$ cat config.mk
export PLATFORM = sky130hd
export DESIGN_NAME = rpe_mul
export DESIGN_NICKNAME = d
export VERILOG_FILES = /design/src/rpe_pkg.sv /design/src/rpe_mul.sv
export SDC_FILE = /design/constraint.sdc
export NUM_CORES = 2
export LEC_CHECK = 0
export BUFFER_PORTS_ARGS = -buffer_cell sky130_fd_sc_hd__buf_4
export CAP_MARGIN = 5
export CORE_MARGIN = 4
export CORE_UTILIZATION = 45
export CTS_CLUSTER_DIAMETER = 50
export CTS_CLUSTER_SIZE = 28
export DETAILED_ROUTE_END_ITERATION = 7
export PLACE_DENSITY = 0.69
export SLEW_MARGIN = 10
export SYNTH_ARGS = -nofsm -noshare
export SYNTH_HDL_FRONTEND = slang
export SYNTH_SLANG_ARGS = --single-unit
$ cat constraint.sdc
create_clock -name i_clk -period 29 [get_ports i_clk]
set_input_delay 5.8 -clock i_clk [delete_from_list [all_inputs] [get_ports i_clk]]
set_output_delay 5.8 -clock i_clk [all_outputs]
set_load 0.02 [all_outputs]
$ cat src/rpe_pkg.sv
package rpe_pkg;

    localparam int W_CFG_IDX = 3;
    localparam int W_CNT = 5;

    localparam logic [W_CFG_IDX-1:0] CFG_FORGET    = 3'd0;
    localparam logic [W_CFG_IDX-1:0] CFG_THRESHOLD = 3'd1;
    localparam logic [W_CFG_IDX-1:0] CFG_TH_SPEED  = 3'd2;
    localparam logic [W_CFG_IDX-1:0] CFG_TH_CURR   = 3'd3;
    localparam logic [W_CFG_IDX-1:0] CFG_TH_CONST  = 3'd4;
    localparam logic [W_CFG_IDX-1:0] CFG_COV_DIAG  = 3'd5;

    localparam logic [31:0] RST_FORGET = 32'd4294537799;
    localparam logic signed [47:0] RST_THRESHOLD = 48'sd65536;
    localparam logic [62:0] RST_COV_DIAG = 63'd4294967296;
    localparam logic signed [63:0] ONE_Q32 = 64'sd4294967296;
    localparam logic signed [63:0] S64_MAX = {1'b0, {63{1'b1}}};
    localparam logic signed [63:0] S64_MIN = {1'b1, {63{1'b0}}};
    localparam logic signed [63:0] LIM48_HI = 64'sd140737488355327;
    localparam logic signed [63:0] LIM48_LO = -64'sd140737488355328;

    typedef struct packed {
        logic start;
        logic sh32;
    } t_mul_req;

    typedef struct packed {
        logic done;
        logic signed [63:0] res;
    } t_unit_rsp;

    typedef struct packed {
        logic [3:0] cov_idx;
        logic [1:0] x_idx;
        logic [1:0] dst;
        logic is_w;
    } t_uw_map;

    typedef struct packed {
        logic [1:0] row;
        logic [1:0] col;
    } t_cell;

    function automatic logic [63:0] mag64(input logic signed [63:0] a);
        mag64 = a[63] ? (~a + 64'd1) : a;
    endfunction

    function automatic logic signed [63:0] sat_addsub(input logic signed [63:0] a,
                                                      input logic signed [63:0] b,
                                                      input logic sub);
        logic [63:0] bb;
        logic [64:0] sum;
        bb = sub ? ~b : b;
        sum = {a[63], a} + {bb[63], bb} + {64'd0, sub};
        if (sum[64] != sum[63]) begin
            sat_addsub = sum[64] ? S64_MIN : S64_MAX;
        end else begin
            sat_addsub = sum[63:0];
        end
    endfunction

    function automatic t_cell cell_map(input logic [3:0] n);
        t_cell c;
        c = '{row: 2'd0, col: 2'd0};
        unique case (n)
            4'd0: c = '{row: 2'd0, col: 2'd0};
            4'd1: c = '{row: 2'd0, col: 2'd1};
            4'd2: c = '{row: 2'd0, col: 2'd2};
            4'd3: c = '{row: 2'd1, col: 2'd0};
            4'd4: c = '{row: 2'd1, col: 2'd1};
            4'd5: c = '{row: 2'd1, col: 2'd2};
            4'd6: c = '{row: 2'd2, col: 2'd0};
            4'd7: c = '{row: 2'd2, col: 2'd1};
            4'd8: c = '{row: 2'd2, col: 2'd2};
            default: c = '{row: 2'd0, col: 2'd0};
        endcase
        cell_map = c;
    endfunction

    function automatic t_uw_map uw_map(input logic [W_CNT-1:0] n);
        t_cell c;
        t_uw_map m;
        if (n < 5'd9) begin
            c = cell_map(n[3:0]);
            m.cov_idx = n[3:0];
            m.x_idx = c.col;
            m.dst = c.row;
            m.is_w = 1'b0;
        end else begin
            c = cell_map(4'(n - 5'd9));
            m.cov_idx = 4'({2'd0, c.col} * 4'd3 + {2'd0, c.row});
            m.x_idx = c.col;
            m.dst = c.row;
            m.is_w = 1'b1;
        end
        uw_map = m;
    endfunction

endpackage

$ cat src/rpe_mul.sv
module rpe_mul (
    input  logic                     i_clk,
    input  logic                     i_rst_n,
    input  rpe_pkg::t_mul_req        i_req,
    input  logic signed [63:0]       i_a,
    input  logic signed [63:0]       i_b,
    output rpe_pkg::t_unit_rsp       o_rsp
);

    localparam logic [2:0] M_IDLE = 3'd0;
    localparam logic [2:0] M_MUL  = 3'd1;
    localparam logic [2:0] M_ADD  = 3'd2;
    localparam logic [2:0] M_NEG  = 3'd3;
    localparam logic [2:0] M_SH   = 3'd4;

    logic [2:0] r_st;
    logic [1:0] r_cnt;
    logic [63:0] r_ma, r_mb, r_pp;
    logic r_neg, r_sh32, r_done;
    logic [127:0] r_acc;
    logic signed [63:0] r_res;

    logic [31:0] pa, pb;
    logic [127:0] pp_sh;
    logic signed [127:0] shv;
    logic signed [63:0] n_res;

    always_comb begin
        pa = r_cnt[1] ? r_ma[63:32] : r_ma[31:0];
        pb = r_cnt[0] ? r_mb[63:32] : r_mb[31:0];
        priority if (r_cnt == 2'd0) begin
            pp_sh = {64'd0, r_pp};
        end else if (r_cnt == 2'd3) begin
            pp_sh = {r_pp, 64'd0};
        end else begin
            pp_sh = {32'd0, r_pp, 32'd0};
        end
        shv = r_sh32 ? ($signed(r_acc) >>> 32) : ($signed(r_acc) >>> 16);
        if ((&shv[127:63]) || ~(|shv[127:63])) begin
            n_res = shv[63:0];
        end else begin
            n_res = shv[127] ? rpe_pkg::S64_MIN : rpe_pkg::S64_MAX;
        end
    end

    always_ff @(posedge i_clk) begin
        if (!i_rst_n) begin
            r_st <= M_IDLE;
            r_done <= 1'b0;
            r_cnt <= 2'd0;
        end else begin
            r_done <= 1'b0;
            unique case (r_st)
                M_IDLE: begin
                    if (i_req.start) begin
                        r_ma <= rpe_pkg::mag64(i_a);
                        r_mb <= rpe_pkg::mag64(i_b);
                        r_neg <= i_a[63] ^ i_b[63];
                        r_sh32 <= i_req.sh32;
                        r_acc <= '0;
                        r_cnt <= 2'd0;
                        r_st <= M_MUL;
                    end
                end
                M_MUL: begin
                    r_pp <= pa * pb;
                    r_st <= M_ADD;
                end
                M_ADD: begin
                    r_acc <= r_acc + pp_sh;
                    r_cnt <= r_cnt + 2'd1;
                    r_st <= (r_cnt == 2'd3) ? M_NEG : M_MUL;
                end
                M_NEG: begin
                    if (r_neg) begin
                        r_acc <= ~r_acc + 128'd1;
                    end
                    r_st <= M_SH;
                end
                M_SH: begin
                    r_res <= n_res;
                    r_done <= 1'b1;
                    r_st <= M_IDLE;
                end
                default: r_st <= M_IDLE;
            endcase
        end
    end

    assign o_rsp.done = r_done;
    assign o_rsp.res = r_res;

endmodule

After elaboration in Yosys (flattened, before gate mapping)
Cells that the tools add are included.

Register bits: 392. Bits of input ports: 132.

Add/subtract/negate cells: 5. Multiply operators: 1. Equality and inequality tests: 7. Muxes and demuxes: 18. Bitwise logic cells: 5. Reduce and logical (&&, ||, !) cells: 12.

Operators with widths (number): 2-to-1 mux 128 bit (4); one-hot mux 128 bit (3 select lines) (1); adder 128 x 1 -> 128 bit (second input constant) (1); adder 128 bit (1); adder 64 x 1 -> 64 bit (second input constant) (2); 2-to-1 mux 64 bit (2); inverter 128 bit (1); inverter 64 bit (2); 2-to-1 mux 63 bit (2); 2-to-1 mux 111 bit (1); AND reduction 65 bit (1); OR reduction 65 bit (1); multiplier 32 x 32 -> 64 bit (1); 2-to-1 mux 32 bit (2); one-hot mux 3 bit (4 select lines) (1); equality test 3 x 2 -> 1 bit (second input constant) (2); AND reduction 2 bit (3); 2-to-1 mux 2 bit (2); != test 2 bit (second input constant) (2); one-hot mux 2 bit (2 select lines) (1); AND reduction 4 bit (1); equality test 3 x 1 -> 1 bit (second input constant) (1); equality test 3 bit (second input constant) (1); zero test 3 bit (1); other kinds (11) (11).

Depth between registers and ports, before layout
Depth in word-level cells: 5. Depth in mapped cells: 33. Depth with buffers taken out: 28.

Least setup slack after synthesis
Ideal clock, no wire load.

Kind: input to register. Start point: input port i_rst_n. End point: register r_ma[0] (enable). Setup time: 0.983 ns. Arrival: 19.161 ns. Required time: 28.017 ns. Slack: 8.857 ns. Stages: 2. Buffers on the path: 0. Cell sequence: nand2b_1 -> nor4b_1.

Word-level cells in the longest chain between the ends: 1.

Ends and longest elaborated chain: start: declaration (RTL line rpe_mul.sv:3) `input logic i_rst_n,`; AND reduction 3 bit (no source line); end signal: assignment (RTL line rpe_mul.sv:56) `r_ma <= rpe_pkg::mag64(i_a);`; end: declaration (RTL line rpe_mul.sv:18) `logic [63:0] r_ma, r_mb, r_pp;`.

No other way between the ends. A chain may end at the register's enable or synchronous reset.

Worst setup path in the final report
Start point: register r_cnt[1]. End point: register r_pp[62] (data pin).

Word-level cells in the longest chain between the ends: 2.

Ends and longest elaborated chain: start: declaration (RTL line rpe_mul.sv:17) `logic [1:0] r_cnt;`; start signal: assignment (RTL line rpe_mul.sv:71) `r_cnt <= r_cnt + 2'd1;`; 2-to-1 mux 32 bit (RTL line rpe_mul.sv:29) `pa = r_cnt[1] ? r_ma[63:32] : r_ma[31:0];`; multiplier 32 x 32 -> 64 bit (RTL line rpe_mul.sv:66) `r_pp <= pa * pb;`; end signal: assignment (RTL line rpe_mul.sv:66); end: declaration (RTL line rpe_mul.sv:18).

No other way between the ends.

==> run summary <==
Status = complete, no violations
Clock tree buffer depth = 3
CP Capture Type = flop
Postcts setup bufs = 0
Initial antenna violation count = 2
FFs w/ async S/R, synth = 0%
CP peak stage delay = 1.09 ns
Cells after Synth = 6944
Worst Hold Depth = 2
Required time of the critical path = 29.40 ns
Layout cells sized above 1 = 7.32%
WS Path Type = flop to flop
Count leader, synth = inv_1
Post-cts resize count = 0
CP top delay family = adder cells
Synthesis-to-layout area growth = 7.99%
Post-Syn Area = 62100 µm²
Die area = 144000 µm²
Core area = 137000 µm²
Tcrit/Tclk final = 35.9%
Initial Utilization = 45.2%
RSZ-0062 raised after global routing = false
Hold-fix buffers, CTS = 0
Max_slew headroom = 10.5%
Cell variety after synth = 87
Die height = 380 µm
Post-DP HPWL = 177 mm
CP Launch Type = flop
Clock transition at path regs = 0.07 ns
Port buffer count = 196
Die Wd = 380 µm
Max Slew Vio Count = 0
Worst-margin pin slew = 1.31 ns
Buf+Inv Stages, Crit Path = 5
Initial DRC Count = 5391
Antenna-violating nets left = 0
Setup tns final = 0 ns
Total gr overflow = 0
Initial DRT Pass Iterations = 8
CTS H-tree lvls = 2
Worst Hold Class = flop to flop
IO Count = 197
Crit Path Max Fanout = 52
Clock root buffer = clkbuf_16
Post-synth EDFFs = 386
Mean Syn Cell Area = 8.95 µm²
Synth top area cells = fa_1, edfxtp_1, ha_1, inv_1, nor2_1
Endpoints failing setup = 0
MaxCap Viol Count = 0
Largest net degree at the start of global routing = 103
Synthesis-stage register bit count = 392
FMAX = 96.0 MHz
Sequential area share after synthesis = 18.9%
WL per Instance = 25.8 µm
First-pass GRT wire length = 334 mm
TritonCTS Buffers = 47
FP Rows = 136
Top-area cell type share of the netlist area = 28.9%
Via Count = 52400
CTS tree = yes
Post-layout minimum cycle time = 10.42 ns
Vias/cell = 5.99
# DRC = 0
Top cells by count, synth = inv_1, fa_1, nor2_1, nand2_1, ha_1
GP Congestion = 1.03
Most frequent cell on the critical path = fa_1
Vias in the first global route = 53400
Routed WL = 225 mm
WP depth = 27
Slowest CP cell = mux2i_2
Ys Warns = 0
Nets = 8335
Final hold violations = 0
Clk_lat worst skew = 0.66 ns
Clock sinks = 392
CP arrival = 10.82 ns
Yosys top cell by area = fa_1
Worst reg2reg path depth = 27
Total track usage = 30.6%
Synth Flop Type = edfxtp_1
Clock skew = 0.0161 ns
Net count after synthesis = 8368
## stage by stage
step	hold slack [ns]	setup WS, ns	util, %	instances	area (µm²)
final	0.658	18.58	48.9	8746	67100
after global routing	0.707	18.25	48.9	8745	67100
after CTS	0.651	18.69	48.9	8744	67100
after detailed placement	0.629	18.69	47.6	8656	65400
after global placement	0.626	18.83	47.6	8656	65400
after floorplan	0.468	8.86	-	6944	62100
## cell families (layout without fill, tap and decap cells)
group                      after synthesis  count (layout)  synth area share, %
other                                    0               2                    0
muxes                                  161             161                 2.72
buffers and inverters                 1287            1293                 7.79
and+or+nand+nor                       2296            2296                 16.7
DFF                                    392             392                 18.9
xor gates and xnor gates               423             423                 5.96
adders and majority gates             1292            1292                 36.9
AOI/OAI and AO/OA                     1093            1093                 11.2
## cell type report
class | count | area [µm²]
Fill cell | 12900 | 70200
Multi-Input combinational cell | 5265 | 45900
Sequential cell | 392 | 11700
Inverter | 928 | 3480
Tap cell | 1794 | 2240
Timing Repair Buffer | 277 | 2080
Clock buffer | 53 | 1220
Clock inverter | 35 | 445
Antenna cell | 2 | 5.00
## flip-flops by register name, summed over array words and instances, names as in the netlist, 2 cells and up
name	flops
r_st	3
r_pp	64
r_mb	64
r_cnt	2
r_acc	128
r_res	64
r_ma	64
## routing by layer
metal,wire length [µm],track usage (%)
met5,0,0
met4,16600,17.9
met3,23900,7.35
met2,99700,48.3
met1,85100,38.5
## placed cells by master (no fill, tap or decap), types with 75 or more instances in the layout
cell / instances
a21o_1: 75
nor2_1: 890
buf_4: 277
ha_1: 393
nor3_1: 94
a21oi_1: 293
a211oi_1: 83
edfxtp_1: 386
xnor2_1: 266
nor2b_1: 86
xor2_1: 157
nand2_1: 707
o22ai_1: 108
fa_1: 897
nand4_1: 95
and2_1: 75
inv_1: 925
o21ai_0: 189
## worst reg2reg max path: cells and delay by family (launching register included)
kind	cells	cell delay (ns)
xor gates and xnor gates	1	0.10
buffers and inverters	5	0.96
AOI/OAI and AO/OA	9	2.18
muxes	1	1.13
DFF	1	0.53
adders and majority gates	9	4.42
and+or+nand+nor	2	0.87
## worst paths after layout
kind	from	slack, ns	to
max	r_cnt[1]$_SDFFE_PN0P_	18.58	r_pp[62]$_DFFE_PP_
min	r_st[1]$_SDFFE_PN0N_	0.66	r_st[1]$_SDFFE_PN0N_
max reg2reg	r_cnt[1]$_SDFFE_PN0P_	18.58	r_pp[62]$_DFFE_PP_
min reg2reg	r_st[1]$_SDFFE_PN0N_	0.66	r_st[1]$_SDFFE_PN0N_
Power is left out: the tool's default activity adds up to more than one toggle a clock period on the data nets, which glitch-free logic cannot reach.
