<file path="src/rpe_pkg.sv">
package rpe_pkg;

    localparam int W_CFG_IDX = 3;
    localparam int W_CNT = 5;

    localparam logic [W_CFG_IDX-1:0] CFG_FORGET    = 3'd0;
    localparam logic [W_CFG_IDX-1:0] CFG_THRESHOLD = 3'd1;
    localparam logic [W_CFG_IDX-1:0] CFG_TH_SPEED  = 3'd2;
    localparam logic [W_CFG_IDX-1:0] CFG_TH_CURR   = 3'd3;
    localparam logic [W_CFG_IDX-1:0] CFG_TH_CONST  = 3'd4;
    localparam logic [W_CFG_IDX-1:0] CFG_COV_DIAG  = 3'd5;

    localparam logic [31:0] RST_FORGET = 32'd4294537799;
    localparam logic signed [47:0] RST_THRESHOLD = 48'sd65536;
    localparam logic [62:0] RST_COV_DIAG = 63'd4294967296;
    localparam logic signed [63:0] ONE_Q32 = 64'sd4294967296;
    localparam logic signed [63:0] S64_MAX = {1'b0, {63{1'b1}}};
    localparam logic signed [63:0] S64_MIN = {1'b1, {63{1'b0}}};
    localparam logic signed [63:0] LIM48_HI = 64'sd140737488355327;
    localparam logic signed [63:0] LIM48_LO = -64'sd140737488355328;

    typedef struct packed {
        logic start;
        logic sh32;
    } t_mul_req;

    typedef struct packed {
        logic done;
        logic signed [63:0] res;
    } t_unit_rsp;

    typedef struct packed {
        logic [3:0] cov_idx;
        logic [1:0] x_idx;
        logic [1:0] dst;
        logic is_w;
    } t_uw_map;

    typedef struct packed {
        logic [1:0] row;
        logic [1:0] col;
    } t_cell;

    function automatic logic [63:0] mag64(input logic signed [63:0] a);
        mag64 = a[63] ? (~a + 64'd1) : a;
    endfunction

    function automatic logic signed [63:0] sat_addsub(input logic signed [63:0] a,
                                                      input logic signed [63:0] b,
                                                      input logic sub);
        logic [63:0] bb;
        logic [64:0] sum;
        bb = sub ? ~b : b;
        sum = {a[63], a} + {bb[63], bb} + {64'd0, sub};
        if (sum[64] != sum[63]) begin
            sat_addsub = sum[64] ? S64_MIN : S64_MAX;
        end else begin
            sat_addsub = sum[63:0];
        end
    endfunction

    function automatic t_cell cell_map(input logic [3:0] n);
        t_cell c;
        c = '{row: 2'd0, col: 2'd0};
        unique case (n)
            4'd0: c = '{row: 2'd0, col: 2'd0};
            4'd1: c = '{row: 2'd0, col: 2'd1};
            4'd2: c = '{row: 2'd0, col: 2'd2};
            4'd3: c = '{row: 2'd1, col: 2'd0};
            4'd4: c = '{row: 2'd1, col: 2'd1};
            4'd5: c = '{row: 2'd1, col: 2'd2};
            4'd6: c = '{row: 2'd2, col: 2'd0};
            4'd7: c = '{row: 2'd2, col: 2'd1};
            4'd8: c = '{row: 2'd2, col: 2'd2};
            default: c = '{row: 2'd0, col: 2'd0};
        endcase
        cell_map = c;
    endfunction

    function automatic t_uw_map uw_map(input logic [W_CNT-1:0] n);
        t_cell c;
        t_uw_map m;
        if (n < 5'd9) begin
            c = cell_map(n[3:0]);
            m.cov_idx = n[3:0];
            m.x_idx = c.col;
            m.dst = c.row;
            m.is_w = 1'b0;
        end else begin
            c = cell_map(4'(n - 5'd9));
            m.cov_idx = 4'({2'd0, c.col} * 4'd3 + {2'd0, c.row});
            m.x_idx = c.col;
            m.dst = c.row;
            m.is_w = 1'b1;
        end
        uw_map = m;
    endfunction

endpackage

</file>
<file path="src/rpe_div.sv">
module rpe_div (
    input  logic                     i_clk,
    input  logic                     i_rst_n,
    input  logic                     i_start,
    input  logic signed [63:0]       i_num,
    input  logic [63:0]              i_den,
    output rpe_pkg::t_unit_rsp       o_rsp
);

    localparam logic [1:0] D_IDLE = 2'd0;
    localparam logic [1:0] D_RUN  = 2'd1;
    localparam logic [1:0] D_FIN  = 2'd2;

    logic [1:0] r_st;
    logic [5:0] r_cnt;
    logic [64:0] r_rem;
    logic [63:0] r_lo, r_q, r_d;
    logic r_neg, r_done;
    logic signed [63:0] r_res;

    logic [63:0] m;
    logic [64:0] rs;
    logic signed [63:0] n_res;

    always_comb begin
        m = rpe_pkg::mag64(i_num);
        rs = {r_rem[63:0], r_lo[63]};
        if (!r_neg) begin
            n_res = r_q[63] ? rpe_pkg::S64_MAX : r_q;
        end else begin
            n_res = r_q[63] ? rpe_pkg::S64_MIN : (~r_q + 64'd1);
        end
    end

    always_ff @(posedge i_clk) begin
        if (!i_rst_n) begin
            r_st <= D_IDLE;
            r_done <= 1'b0;
        end else begin
            r_done <= 1'b0;
            unique case (r_st)
                D_IDLE: begin
                    if (i_start) begin
                        r_d <= i_den;
                        r_neg <= i_num[63];
                        r_cnt <= 6'd0;
                        r_rem <= {33'd0, m[63:32]};
                        r_lo <= {m[31:0], 32'd0};
                        if ({32'd0, m[63:32]} >= i_den) begin
                            r_q <= '1;
                            r_st <= D_FIN;
                        end else begin
                            r_q <= '0;
                            r_st <= D_RUN;
                        end
                    end
                end
                D_RUN: begin
                    if (rs >= {1'b0, r_d}) begin
                        r_rem <= rs - {1'b0, r_d};
                        r_q <= {r_q[62:0], 1'b1};
                    end else begin
                        r_rem <= rs;
                        r_q <= {r_q[62:0], 1'b0};
                    end
                    r_lo <= {r_lo[62:0], 1'b0};
                    r_cnt <= r_cnt + 6'd1;
                    if (r_cnt == 6'd63) begin
                        r_st <= D_FIN;
                    end
                end
                D_FIN: begin
                    r_res <= n_res;
                    r_done <= 1'b1;
                    r_st <= D_IDLE;
                end
                default: r_st <= D_IDLE;
            endcase
        end
    end

    assign o_rsp.done = r_done;
    assign o_rsp.res = r_res;

endmodule

</file>
<file path="config.mk">
export PLATFORM = sky130hd
export DESIGN_NAME = rpe_div
export DESIGN_NICKNAME = d
export VERILOG_FILES = /design/src/rpe_pkg.sv /design/src/rpe_div.sv
export SDC_FILE = /design/constraint.sdc
export NUM_CORES = 1
export LEC_CHECK = 0
export BUFFER_PORTS_ARGS = -buffer_cell sky130_fd_sc_hd__buf_2
export CORE_ASPECT_RATIO = 0.5
export CORE_MARGIN = 8
export CORE_UTILIZATION = 55
export DETAILED_ROUTE_END_ITERATION = 16
export HOLD_SLACK_MARGIN = 0.1
export PLACE_DENSITY_LB_ADDON = 0.2
export SYNTH_ARGS = -nofsm -noshare
export SYNTH_HDL_FRONTEND = slang
export SYNTH_SLANG_ARGS = --single-unit
</file>
<file path="constraint.sdc">
create_clock -name i_clk -period 16.33 [get_ports i_clk]
set_input_delay 3.266 -clock i_clk [delete_from_list [all_inputs] [get_ports i_clk]]
set_output_delay 3.266 -clock i_clk [all_outputs]
set_load 0.02 [all_outputs]
</file>
# Yosys cells after proc, flatten, opt, wreduce, memory -nomap -nowiden
# Cells that the tools add are included.
[word_totals] register_bits=330 latchBits=0 ramBits=0 mem_bits_ro=0 in_bits=131 out_inout_bits=65 elab_cells=48 mem_count=0
[op_classes] n_addsub=4 multipliers=0 n_div=0 order_cmp=2 n_eq_ne=5 shifts=0 n_mux=20 n_bitwise=2 n_reduce_logical=6
[op_table] cell="$mux W64" n=8
[op_table] cell="$pmux W64 S2" n=3
[op_table] cell="$add A64 B1 Y64 const B" n=2
[op_table] cell="$not A64 Y64" n=2
[op_table] cell="$ge A65 B64 Y1" n=1
[op_table] cell="$ge A32 B64 Y1" n=1
[op_table] cell="$sub A64 B64 Y64" n=1
[op_table] cell="$mux W63" n=1
[op_table] cell="$pmux W6 S2" n=1
[op_table] cell="$add A6 B1 Y6 const B" n=1
[op_table] cell="$eq A6 B6 Y1 const B" n=1
[op_table] cell="$mux W2" n=3
[op_table] cell="$mux W6" n=1
[op_table] cell="$reduce_and A3 Y1" n=2
[op_table] cell="$ne A2 B2 Y1 const B" n=2
[op_table] cell="$pmux W2 S2" n=1
[op_table] cell="$reduce_and A2 Y1" n=2
[op_table] cell="$eq A2 B1 Y1 const B" n=1
[op_table] cell="$eq A2 B2 Y1 const B" n=1
[op_table] cell="$logic_not A2 Y1" n=1
[op_table] cell="$mux W1" n=2
[op_table] cell="$reduce_bool A2 Y1" n=1

# Longest topological paths before layout
# Gate-level depths: netlist of the first run.
[depth] word_depth=7 ltp_mapped=22 ltp_nobuf=20

# Worst setup path after synthesis of the first run
# No wires, ideal clock.
[synth_timing] path_kind="input port to flip-flop" from="input port i_start" to="register r_cnt[0] (enable)" setup_time_ns=0.930 arrival_ns=15.300 t_required_ns=15.400 path_slack_ns=0.100 stages=2 path_buffers=0 cell_sequence="nor2_1 > nor3b_1"
[synth_via] elab_chain_cells=2
[synth_lines] element="start, declared" line="rpe_div.sv:4" rtl="input logic i_start,"
[synth_lines] element="$ne A2 B2 Y1 (no source line)"
[synth_lines] element="$reduce_and A3 Y1 (no source line)"
[synth_lines] element="end signal, assigned" line="rpe_div.sv:67" rtl="r_cnt <= r_cnt + 6'd1;"
[synth_lines] element="end, declared" line="rpe_div.sv:15" rtl="logic [5:0] r_cnt;"
# No other way between the ends.
# A chain may end at the register's enable or synchronous reset.

# Worst setup path after layout of the first run
[layout_timing] from="input port i_num[39]" to="register r_q[43] (data pin)"
[layout_via] elab_chain_cells=7
[layout_lines] element="start, declared" line="rpe_div.sv:5" rtl="input logic signed [63:0] i_num,"
[layout_lines] element="$not A64 Y64" line="rpe_pkg.sv:45" rtl="mag64 = a[63] ? (~a + 64'd1) : a;"
[layout_lines] element="$add A64 B1 Y64" line="rpe_pkg.sv:45"
[layout_lines] element="$mux W64 *" line="rpe_pkg.sv:45"
[layout_lines] element="$ge A32 B64 Y1 *" line="rpe_div.sv:49" rtl="if ({32'd0, m[63:32]} >= i_den) begin"
[layout_lines] element="$mux W64 *" line="rpe_div.sv:49"
[layout_lines] element="$mux W64 *" line="rpe_div.sv:43" rtl="if (i_start) begin"
[layout_lines] element="$pmux W64 S2 *" line="rpe_div.sv:41" rtl="unique case (r_st)"
[layout_lines] element="end signal, assigned" line="rpe_div.sv:61" rtl="r_q <= {r_q[62:0], 1'b1};"
[layout_lines] element="end signal, assigned" line="rpe_div.sv:64" rtl="r_q <= {r_q[62:0], 1'b0};"
[layout_lines] element="end, declared" line="rpe_div.sv:17" rtl="logic [63:0] r_lo, r_q, r_d;"
# Mark *: on every way between the ends. The rest lies on a longest branch, timed or not. The select of a mux whose other input is x is not followed.

==> flow_summary_export.csv, run 1 <==
group,metric,value,unit
critical_path,start_kind,"primary input",
clock_network,worst_setup_hold_path_clk_slew,70,ps
drt,vias,15455,
global_route,grt_overflow_total,0,
floorplanning,die_area,41400,um^2
run,maxCapViolations,0,
critical_path,reg2reg_from,"r_rem[17]",
drt,wl_per_cell,17.9,um
yosys,ys_seq_elements,298,
yosys,synthTopCellsByCount,"edfxtp_1 (295), nand2_1 (217), o21ai_0 (167), nor2_1 (163), a21oi_1 (139)",
clock_network,clk_latency,580,ps
cells_and_area,synthToLayoutAreaGrowth,12.2,%
timing,clock_skew,20.3,ps
global_route,track_usage,0.219,
timing,finalCriticalPeriod,8130,ps
yosys,synthArstFlopShare,0,
floorplanning,initial_core_util,0.557,
clock_network,clock_path_buffers,3,
cells_and_area,utilization,0.625,
drt,drt_iter0_markers,1433,
yosys,yosysTopAreaCell,"edfxtp_1",
yosys,avgSynthCellArea,9.57,um^2
clock_network,cts_hold_buf,0,
min_path,holdPathEnd,"r_lo[61]",
timing,worst_slack,8200,ps
floorplanning,num_rows,48,
critical_path,cp_max_fo,64,
yosys,seq_area_frac_synth,0.466,
placement,place_ws,7610,ps
global_route,grt_pass1_wl,75300,um
drt,antenna_left,0,
yosys,synth_nets,2232,
yosys,synth.most_common_cell,"edfxtp_1",
drt,vias_per_cell,5.87,
placement,dp_hpwl,33300,um
yosys,yosys-top-cells-area,"edfxtp_1 (46%), ha_1 (6.5%), o21ai_0 (4.4%), a21o_1 (4.3%), nand2_1 (4.3%)",
yosys,synth-edff-count,295,
timing,fin_setup_tns,0,ps
timing,slew_headroom,0.309,
drt,drt_wl_total,47100,um
critical_path,cp-startpoint,"i_num[39]",
yosys,yosysTopAreaCellShare,0.463,
timing,fmax,123,MHz
timing,maxSlewViolCount,0,
cells_and_area,drive_gt1_frac,0.129,
floorplanning,io_pins,196,
clock_network,cts_sinks,298,
yosys,synthFlopType,"edfxtp_1",
clock_network,root_buffer,"clkbuf_16",
power_and_ir_drop,leakage,8.90,nW
clock_network,cts_tree,"built",
cells_and_area,num-nets-final,2362,
critical_path,crit_path_end_kind,"register",
yosys,yosys_warnings,0,
critical_path,rr_worst_depth,11,
power_and_ir_drop,powerDensity,105,nW/um^2
timing,rsz0062_at_grt,"false",
floorplanning,die_y,148,um
critical_path,r2r_slack,11930,ps
clock_network,post_cts_buffers,0,
global_route,antenna_found_initial,5,
timing,setup_violations,0,
critical_path,crit_type,"primary input to register",
global_route,grt_max_degree,210,
min_path,hold_depth,2,
critical_path,r2r_end,"r_rem[55]",
placement,dp.cells,2575,
drt,drcViolationCount,0,
global_route,grt_pass1_vias,14675,
min_path,hold_path.class,"register to register",
drt,drt_first_pass_iters,5,
yosys,synth_cells,2001,
timing,tightestPinTransition,1040,ps
clock_network,numCtsBuffers,29,
cells_and_area,fillers,2899,
placement,routabilityCongestion,0.919,
min_path,min-delay-start,"r_lo[60]",
clock_network,post_cts_resize_count,0,
yosys,synth_cell_types,70,
timing,finalCritPeriodShare,0.498,
cells_and_area,layout.cells.non_filler,2631,
outcome,status,"finished clean",
power_and_ir_drop,vdd_drop_max,0.0733,mV
timing,hold_viol,0,
floorplanning,core,34400,um^2
clock_network,htree_num_levels,1,
floorplanning,die_w,280,um
critical_path,worstPathRequired,16670,ps
placement,io_buffers,195,
yosys,netlist_area,19200,um^2
critical_path,critPathArrivalTime,8460,ps
[worst max-delay path by stage]
stage | slack, ps | cells after the start | to
after floorplan | 100 | 2 | r_cnt[0]
after global placement | 7750 | 20 | r_q[0]
after detailed placement | 7610 | 20 | r_q[0]
after CTS | 8250 | 20 | r_q[43]
after global routing | 7860 | 20 | r_q[43]
final | 8200 | 20 | r_q[43]
[per-stage QoR]
step                hold WS, ps  power, mW  area [um^2]
global route                547       2.37        21500
CTS                         532       2.27        21500
global placement            501       1.51        20400
floorplan                   496       1.39        19200
detailed placement          515       1.52        20400
finish                      522       2.26        21500
[placed cells by master (no fill, tap or decap), types with 5 or more instances in the layout]
cell	Yosys	final
nand2_1	217	217
o21bai_1	11	11
clkbuf_16	0	29
o21ai_0	167	167
a221oi_1	5	5
nor2b_1	11	10
mux2i_1	5	5
bufinv_16	0	6
clkinv_2	0	5
a21oi_1	139	139
a211oi_1	10	10
ha_1	99	99
or3_1	34	34
inv_1	118	118
nor3_1	29	29
and3_1	9	9
nand3_1	50	50
o31ai_1	35	35
edfxtp_1	295	295
xnor2_1	75	75
or2_2	6	6
o311ai_0	11	11
nand4_1	31	31
o21a_1	9	9
o211ai_1	7	7
xor2_1	83	83
nand2b_1	17	17
and2_1	7	6
a21o_1	109	109
a31oi_1	12	12
o41ai_1	16	16
nor4_1	21	21
buf_4	1	12
a221o_1	9	9
nor2_1	163	163
or4_1	19	19
buf_2	0	195
[state kept, by name, summed over array words and instances (netlist names)]
name,flops
r_d,64
r_q,64
r_rem,64
r_res,64
r_lo,32
r_cnt,6
r_st,2
r_done,1
r_neg,1
[layer usage]
metal | wire length (um) | vias up | global-route usage
met4 | 1070 | 4 | 0.0568
met2 | 22300 | 460 | 0.367
met3 | 2800 | 76 | 0.0362
li1 | - | 7587 | -
met1 | 20900 | 7328 | 0.293
met5 | 23 | - | 0
[final cells by class]
type | count | area (um^2) | share of cell area
multi-input cells | 1476 | 9400 | 0.437
flip-flops and latches | 298 | 8920 | 0.415
clock inverters | 22 | 312 | 0.0145
inverters | 118 | 443 | 0.0206
diodes | 3 | 7.51 | 0.000349
repair buffers | 208 | 1090 | 0.0505
well taps | 475 | 594 | 0.0277
clock buffers | 31 | 733 | 0.0341
[report_power, final]
part / total (mW) / switching, mW / internal (mW)
Combinational: 0.548 / 0.344 / 0.205
Clock: 0.743 / 0.316 / 0.427
Sequential: 0.966 / 0.0363 / 0.929
Total: 2.26 / 0.696 / 1.56
[cells by family (layout without fill, tap and decap cells)]
kind of cell	after synthesis	count (layout)	share of synthesized area
muxes	5	5	0.00261
buffers and inverters	227	379	0.0451
DFF	298	298	0.466
adders and majority gates	100	100	0.0657
and+or+nand+nor	640	640	0.159
AOI/OAI and AO/OA	573	573	0.190
other	0	3	0
xor gates and xnor gates	158	158	0.0723
[critical path, cell delays in order]
cell and delay, ps:
buf_2 110, or4_1 580, or4_1 430, or2_2 320, nor4_2 450, nand3_1 360, o31ai_1 370, xnor2_1 190
ha_1 280, a21o_1 190, a21o_1 170, a21o_1 170, a21o_1 170, a21oi_1 130, o21ai_0 100, nand2_1 80
o211ai_1 210, and2_2 280, buf_4 320, a21o_1 260
No activity file was read; power rests on OpenSTA's default activity.
==> inputs of run 2 (changes only) <==
--- a/config.mk
+++ b/config.mk
@@ -8,7 +8,7 @@
 export BUFFER_PORTS_ARGS = -buffer_cell sky130_fd_sc_hd__buf_2
 export CORE_ASPECT_RATIO = 0.5
 export CORE_MARGIN = 8
-export CORE_UTILIZATION = 55
+export CORE_UTILIZATION = 60
 export DETAILED_ROUTE_END_ITERATION = 16
 export HOLD_SLACK_MARGIN = 0.1
 export PLACE_DENSITY_LB_ADDON = 0.2
==> constraint.sdc (replaced) <==
create_clock -name i_clk -period 8.09 [get_ports i_clk]
set_input_delay 1.618 -clock i_clk [delete_from_list [all_inputs] [get_ports i_clk]]
set_output_delay 1.618 -clock i_clk [all_outputs]
set_load 0.02 [all_outputs]
==> run 2 against run 1 <==
Combinational power increased by 100%. Final cell count fell by 1.7%. Die area decreased by 7.7%. Non-clock buffer count rose by 2. Setup slack worse by 7000 ps. Highest routed layer is now met4. Routed wire length is 0.79% higher. Flip-flop and latch count unchanged. Critical path type unchanged.
==> flow_summary_export.csv, run 2 (synthesis gave the netlist of run 1 again) <==
group,metric,value,unit
drt,drt_wl_total,47400,um
placement,place_ws,796,ps
cells_and_area,num-nets-final,2363,
floorplanning,io_pins,196,
timing,slew_headroom,0.244,
timing,fmax,146,MHz
placement,io_buffers,195,
drt,vias_per_cell,6.05,
power_and_ir_drop,p_clk_frac,0.327,
power_and_ir_drop,leakage,8.89,nW
drt,antenna_left,0,
cells_and_area,layout.cells.non_filler,2587,
cells_and_area,register_area,8920,um^2
clock_network,cts_hold_buf,0,
floorplanning,die_y,142,um
global_route,grt_overflow_total,0,
critical_path,cp_max_fo,50,
timing,clock_skew,18.7,ps
power_and_ir_drop,p_comb_frac,0.244,
drt,drcViolationCount,0,
clock_network,post_cts_resize_count,0,
power_and_ir_drop,powerDensity,213,nW/um^2
cells_and_area,drive_gt1_frac,0.126,
global_route,antenna_found_initial,1,
drt,vias,15654,
clock_network,worst_setup_hold_path_clk_slew,70,ps
min_path,hold_depth,2,
critical_path,start_kind,"primary input",
drt,wl_per_cell,18.3,um
global_route,grt_pass1_vias,14530,
placement,dp.cells,2534,
timing,hold_viol,0,
floorplanning,die_w,269,um
power_and_ir_drop,p_int,3.17,mW
global_route,grt_max_degree,124,
timing,tightestPinTransition,1130,ps
global_route,track_usage,0.238,
clock_network,cts_sinks,298,
floorplanning,core,31500,um^2
critical_path,crit_type,"primary input to register",
clock_network,post_cts_buffers,0,
critical_path,cp_slowest_cell,"and2_2",
cells_and_area,synthToLayoutAreaGrowth,11.8,%
timing,worst_slack,1250,ps
clock_network,htree_num_levels,1,
critical_path,critPathMaxStageDelay,880,ps
clock_network,root_buffer,"clkbuf_16",
critical_path,critPathArrivalTime,7270,ps
floorplanning,die_area,38200,um^2
cells_and_area,mostFrequentLayoutCell,"edfxtp_1",
cells_and_area,final_cell_mix,"edfxtp_1 (295), nand2_1 (217), buf_2 (195)",
clock_network,clock_path_buffers,3,
outcome,status,"finished clean",
clock_network,clk_latency,570,ps
power_and_ir_drop,seq_power_share,0.428,
global_route,grt_pass1_wl,74800,um
timing,finalCritPeriodShare,0.845,
timing,setup_violations,0,
min_path,hold_path.class,"register to register",
placement,dp_hpwl,33600,um
critical_path,path_cells,"buf_2 -> or4_1 -> or2_2 -> nor3b_1 -> and3_1 -> nand3_1 -> o41ai_1 -> xnor2_1 -> ha_1 -> a21o_1 -> a21o_1 -> a21oi_1 -> o21a_1 -> o21ai_0 -> a41oi_1 -> o211ai_1 -> and2_2 -> buf_4 -> a21o_1",
drt,drt_first_pass_iters,7,
drt,drt_iter0_markers,1448,
timing,fin_setup_tns,0,ps
power_and_ir_drop,switchingPower,1.38,mW
run,maxCapViolations,0,
timing,finalCriticalPeriod,6840,ps
clock_network,numCtsBuffers,28,
clock_network,cts_tree,"built",
critical_path,crit_path_end_kind,"register",
timing,maxSlewViolCount,0,
floorplanning,initial_core_util,0.607,
cells_and_area,fillers,2552,
floorplanning,num_rows,46,
critical_path,worstPathRequired,8520,ps
timing,rsz0062_at_grt,"false",
timing,whs,527,ps
placement,routabilityCongestion,0.933,
cells_and_area,multi_input_area,9400,um^2
critical_path,cpMostUsedCell,"a21o_1",
power_and_ir_drop,fin_total_pwr,4.55,mW
critical_path,rr_worst_depth,11,
power_and_ir_drop,vdd_drop_max,0.152,mV
power_and_ir_drop,swShare,0.304,
[run 2: changes by cell type in the layout (fill, tap and decap cells not counted), sizes merged]
cell      previous run  this run
clkbuf              31        35
bufinv               6         7
inv                122       118
buf                208       210
clkinvlp             3         1
diode                3         1
[run 2: stage by stage]
step	util	cell area, um^2
after global routing	0.679	21400
after detailed placement	0.647	20400
after global placement	0.647	20400
final	0.679	21400
after CTS	0.679	21400
after floorplan	-	19200
[run 2: metal layers]
| layer | global-route usage | wire [um] |
|---|---|---|
| met3 | 0.0321 | 3310 |
| met2 | 0.396 | 22200 |
| met4 | 0.0660 | 1140 |
| met1 | 0.326 | 20700 |
| met5 | 0 | 0 |
[run 2: power groups by stage]
stage	Clock [mW]	Combinational, mW	Sequential (mW)
after floorplan	0	0.809	1.98
after global placement	0	1.07	1.98
after detailed placement	0	1.09	1.98
after CTS	1.51	1.10	1.95
after global routing	1.56	1.23	1.96
final	1.49	1.11	1.95
[run 2: worst paths after layout]
kind	from	to	slack, ps
min	r_lo[59]	r_lo[60]	530
max	i_num[17]	r_q[32]	1250
max reg2reg	r_rem[2]	r_rem[59]	3580
min reg2reg	r_lo[59]	r_lo[60]	530
[run 2: worst max-delay path, delay by kind of cell]
family          cells  cell delay (ps)
compound gates      9             1950
simple gates        6             2730
fa+ha+maj           1              220
xor+xnor            1              230
buf+inv             2              480
[run 2: area by class of cell]
| class | instances | area share |
|---|---|---|
| clock inverters | 17 | 0.0122 |
| clock buffers | 35 | 0.0350 |
| diodes | 1 | 0.000117 |
| well taps | 432 | 0.0252 |
| flip-flops and latches | 298 | 0.417 |
| repair buffers | 210 | 0.0509 |
| inverters | 118 | 0.0207 |
| multi-input cells | 1476 | 0.439 |
==> inputs of run 3 (changes only) <==
==> constraint.sdc (replaced) <==
create_clock -name i_clk -period 6.3 [get_ports i_clk]
set_input_delay 1.26 -clock i_clk [delete_from_list [all_inputs] [get_ports i_clk]]
set_output_delay 1.26 -clock i_clk [all_outputs]
set_load 0.02 [all_outputs]
==> run 3 against run 2 <==
Flip-flop and latch count unchanged. Total power increased by 23%. Combinational power increased by 28%. Non-clock buffer count increased by 9. Setup slack got worse by 500 ps. Sequential share of layout area increased by 0.051 points. First-iteration DRC count increased by 0.90%. Largest cell class unchanged. Largest power group unchanged. Highest routed layer unchanged.
==> flow_summary_export.csv, run 3 (synthesis gave the netlist of run 1 again) <==
group,metric,value,unit
power_and_ir_drop,leakage,8.89,nW
cells_and_area,num-nets-final,2372,
power_and_ir_drop,fin_total_pwr,5.58,mW
timing,finalCriticalPeriod,5550,ps
clock_network,cts_hold_buf,0,
timing,maxSlewViolCount,0,
clock_network,numCtsBuffers,28,
critical_path,start_kind,"primary input",
critical_path,r2r_end,"r_rem[58]",
critical_path,critPathArrivalTime,5870,ps
global_route,antenna_found_initial,2,
cells_and_area,synthToLayoutAreaGrowth,11.6,%
critical_path,cp_max_fo,32,
power_and_ir_drop,switchingPower,1.74,mW
critical_path,rr_worst_depth,11,
drt,antenna_left,0,
drt,m1WireLength,20600,um
timing,clock_skew,14.6,ps
timing,fmax,180,MHz
timing,finalCritPeriodShare,0.880,
timing,hold_viol,0,
cells_and_area,mostFrequentLayoutCell,"edfxtp_1",
drt,drt_iter0_markers,1461,
critical_path,reg2reg_from,"r_rem[27]",
critical_path,worstPathRequired,6620,ps
clock_network,clock_path_buffers,3,
critical_path,crit_path_end_kind,"register",
critical_path,path_cells,"buf_2 -> or4_1 -> or4_1 -> or2_2 -> nor4_2 -> buf_4 -> nand2_1 -> o31ai_1 -> xnor2_1 -> ha_1 -> a21o_1 -> a21o_1 -> a21o_1 -> a21o_1 -> a21oi_1 -> o21ai_0 -> nand3_1 -> o211ai_1 -> and2_2 -> buf_12 -> a21o_1",
power_and_ir_drop,p_int,3.84,mW
drt,vias,15603,
cells_and_area,fin_area,21400,um^2
drt,drt_wl_total,46700,um
power_and_ir_drop,powerDensity,261,nW/um^2
clock_network,htree_num_levels,1,
placement,routabilityCongestion,0.897,
global_route,grt_pass1_wl,74400,um
timing,slew_headroom,0.240,
drt,top_layer_used,"met4",
global_route,track_usage,0.236,
clock_network,root_buffer,"clkbuf_16",
min_path,hold_path.class,"register to register",
clock_network,post_cts_buffers,0,
drt,drt_first_pass_iters,5,
placement,placed_cell_area,20500,um^2
drt,wl_met3,2910,um
drt,wl_per_cell,18.0,um
drt,vias_per_cell,6.01,
timing,tightestPinTransition,1140,ps
power_and_ir_drop,swShare,0.312,
critical_path,crit_path_end,"r_q[63]",
floorplanning,num_rows,46,
timing,fin_setup_tns,0,ps
floorplanning,initial_core_util,0.607,
cells_and_area,final_cell_mix,"edfxtp_1 (295), nand2_1 (217), buf_2 (195)",
drt,drcViolationCount,0,
floorplanning,core,31500,um^2
placement,dp_hpwl,33100,um
power_and_ir_drop,p_comb_frac,0.255,
drt,route.met2.wl,22300,um
timing,rsz0062_at_grt,"false",
critical_path,crit_type,"primary input to register",
clock_network,post_cts_resize_count,0,
global_route,grt_pass1_vias,14697,
critical_path,critPathMaxStageDelay,600,ps
power_and_ir_drop,p_clk_frac,0.296,
clock_network,cts_tree,"built",
critical_path,cpMostUsedCell,"a21o_1",
critical_path,r2r_slack,1910,ps
timing,setup_violations,0,
floorplanning,die_w,269,um
power_and_ir_drop,vdd_drop_max,0.227,mV
run,maxCapViolations,0,
cells_and_area,drive_gt1_frac,0.129,
placement,io_buffers,195,
floorplanning,io_pins,196,
floorplanning,die_area,38200,um^2
critical_path,cp-startpoint,"i_num[39]",
floorplanning,die_y,142,um
clock_network,worst_setup_hold_path_clk_slew,60,ps
clock_network,clk_latency,570,ps
outcome,status,"finished clean",
global_route,grt_overflow_total,0,
critical_path,cp_slowest_cell,"or4_1",
global_route,grt_max_degree,209,
clock_network,cts_sinks,298,
power_and_ir_drop,seq_power_share,0.449,
[run 3: power by group through the flow]
stage,Combinational (mW),Clock (mW),Sequential (mW)
floorplan,1.04,0,2.54
global placement,1.38,0,2.54
detailed placement,1.40,0,2.54
CTS,1.41,1.68,2.50
global route,1.58,1.75,2.52
finish,1.42,1.65,2.51
[run 3: how the worst min path moves through the flow]
| stage | slack (ps) | cells past startpoint | from | endpoint |
|---|---|---|---|---|
| global route | 540 | 2 | r_lo[58] | r_lo[59] |
| detailed placement | 510 | 2 | r_lo[58] | r_lo[59] |
| global placement | 500 | 2 | r_lo[56] | r_lo[57] |
| CTS | 520 | 2 | r_lo[58] | r_lo[59] |
| floorplan | 500 | 2 | r_lo[32] | r_lo[33] |
| finish | 520 | 2 | r_lo[58] | r_lo[59] |
[run 3: layout make-up]
cell class / count / area [um^2]
antenna: 2 / 5.00
clock buffer: 35 / 727
clock inverter: 15 / 136
fill: 2557 / 10200
inverter: 118 / 443
multi-input combinational: 1476 / 9400
sequential: 298 / 8920
tap: 432 / 541
timing repair buffer: 219 / 1210
[run 3: critical path, delay by kind of cell]
kind,cells,cell delay [ps]
AOI/OAI and AO/OA,9,1660
xor gates and xnor gates,1,180
adders and majority gates,1,280
buffers and inverters,3,470
and+or+nand+nor,7,2020
[run 3: routing by layer]
layer | vias up | global-route usage
met5 | - | 0
met4 | 0 | 0.0595
met3 | 71 | 0.0298
met2 | 483 | 0.398
met1 | 7438 | 0.321
li1 | 7611 | -
[run 3: metrics by stage]
step / setup slack [ps] / hold slack [ps] / instances / util
global route: 489 / 536 / 2595 / 0.678
finish: 753 / 524 / 2595 / 0.678
global placement: 323 / 502 / 2543 / 0.650
detailed placement: 204 / 509 / 2543 / 0.650
CTS: 786 / 523 / 2593 / 0.678
floorplan: 343 / 496 / 2001 / -
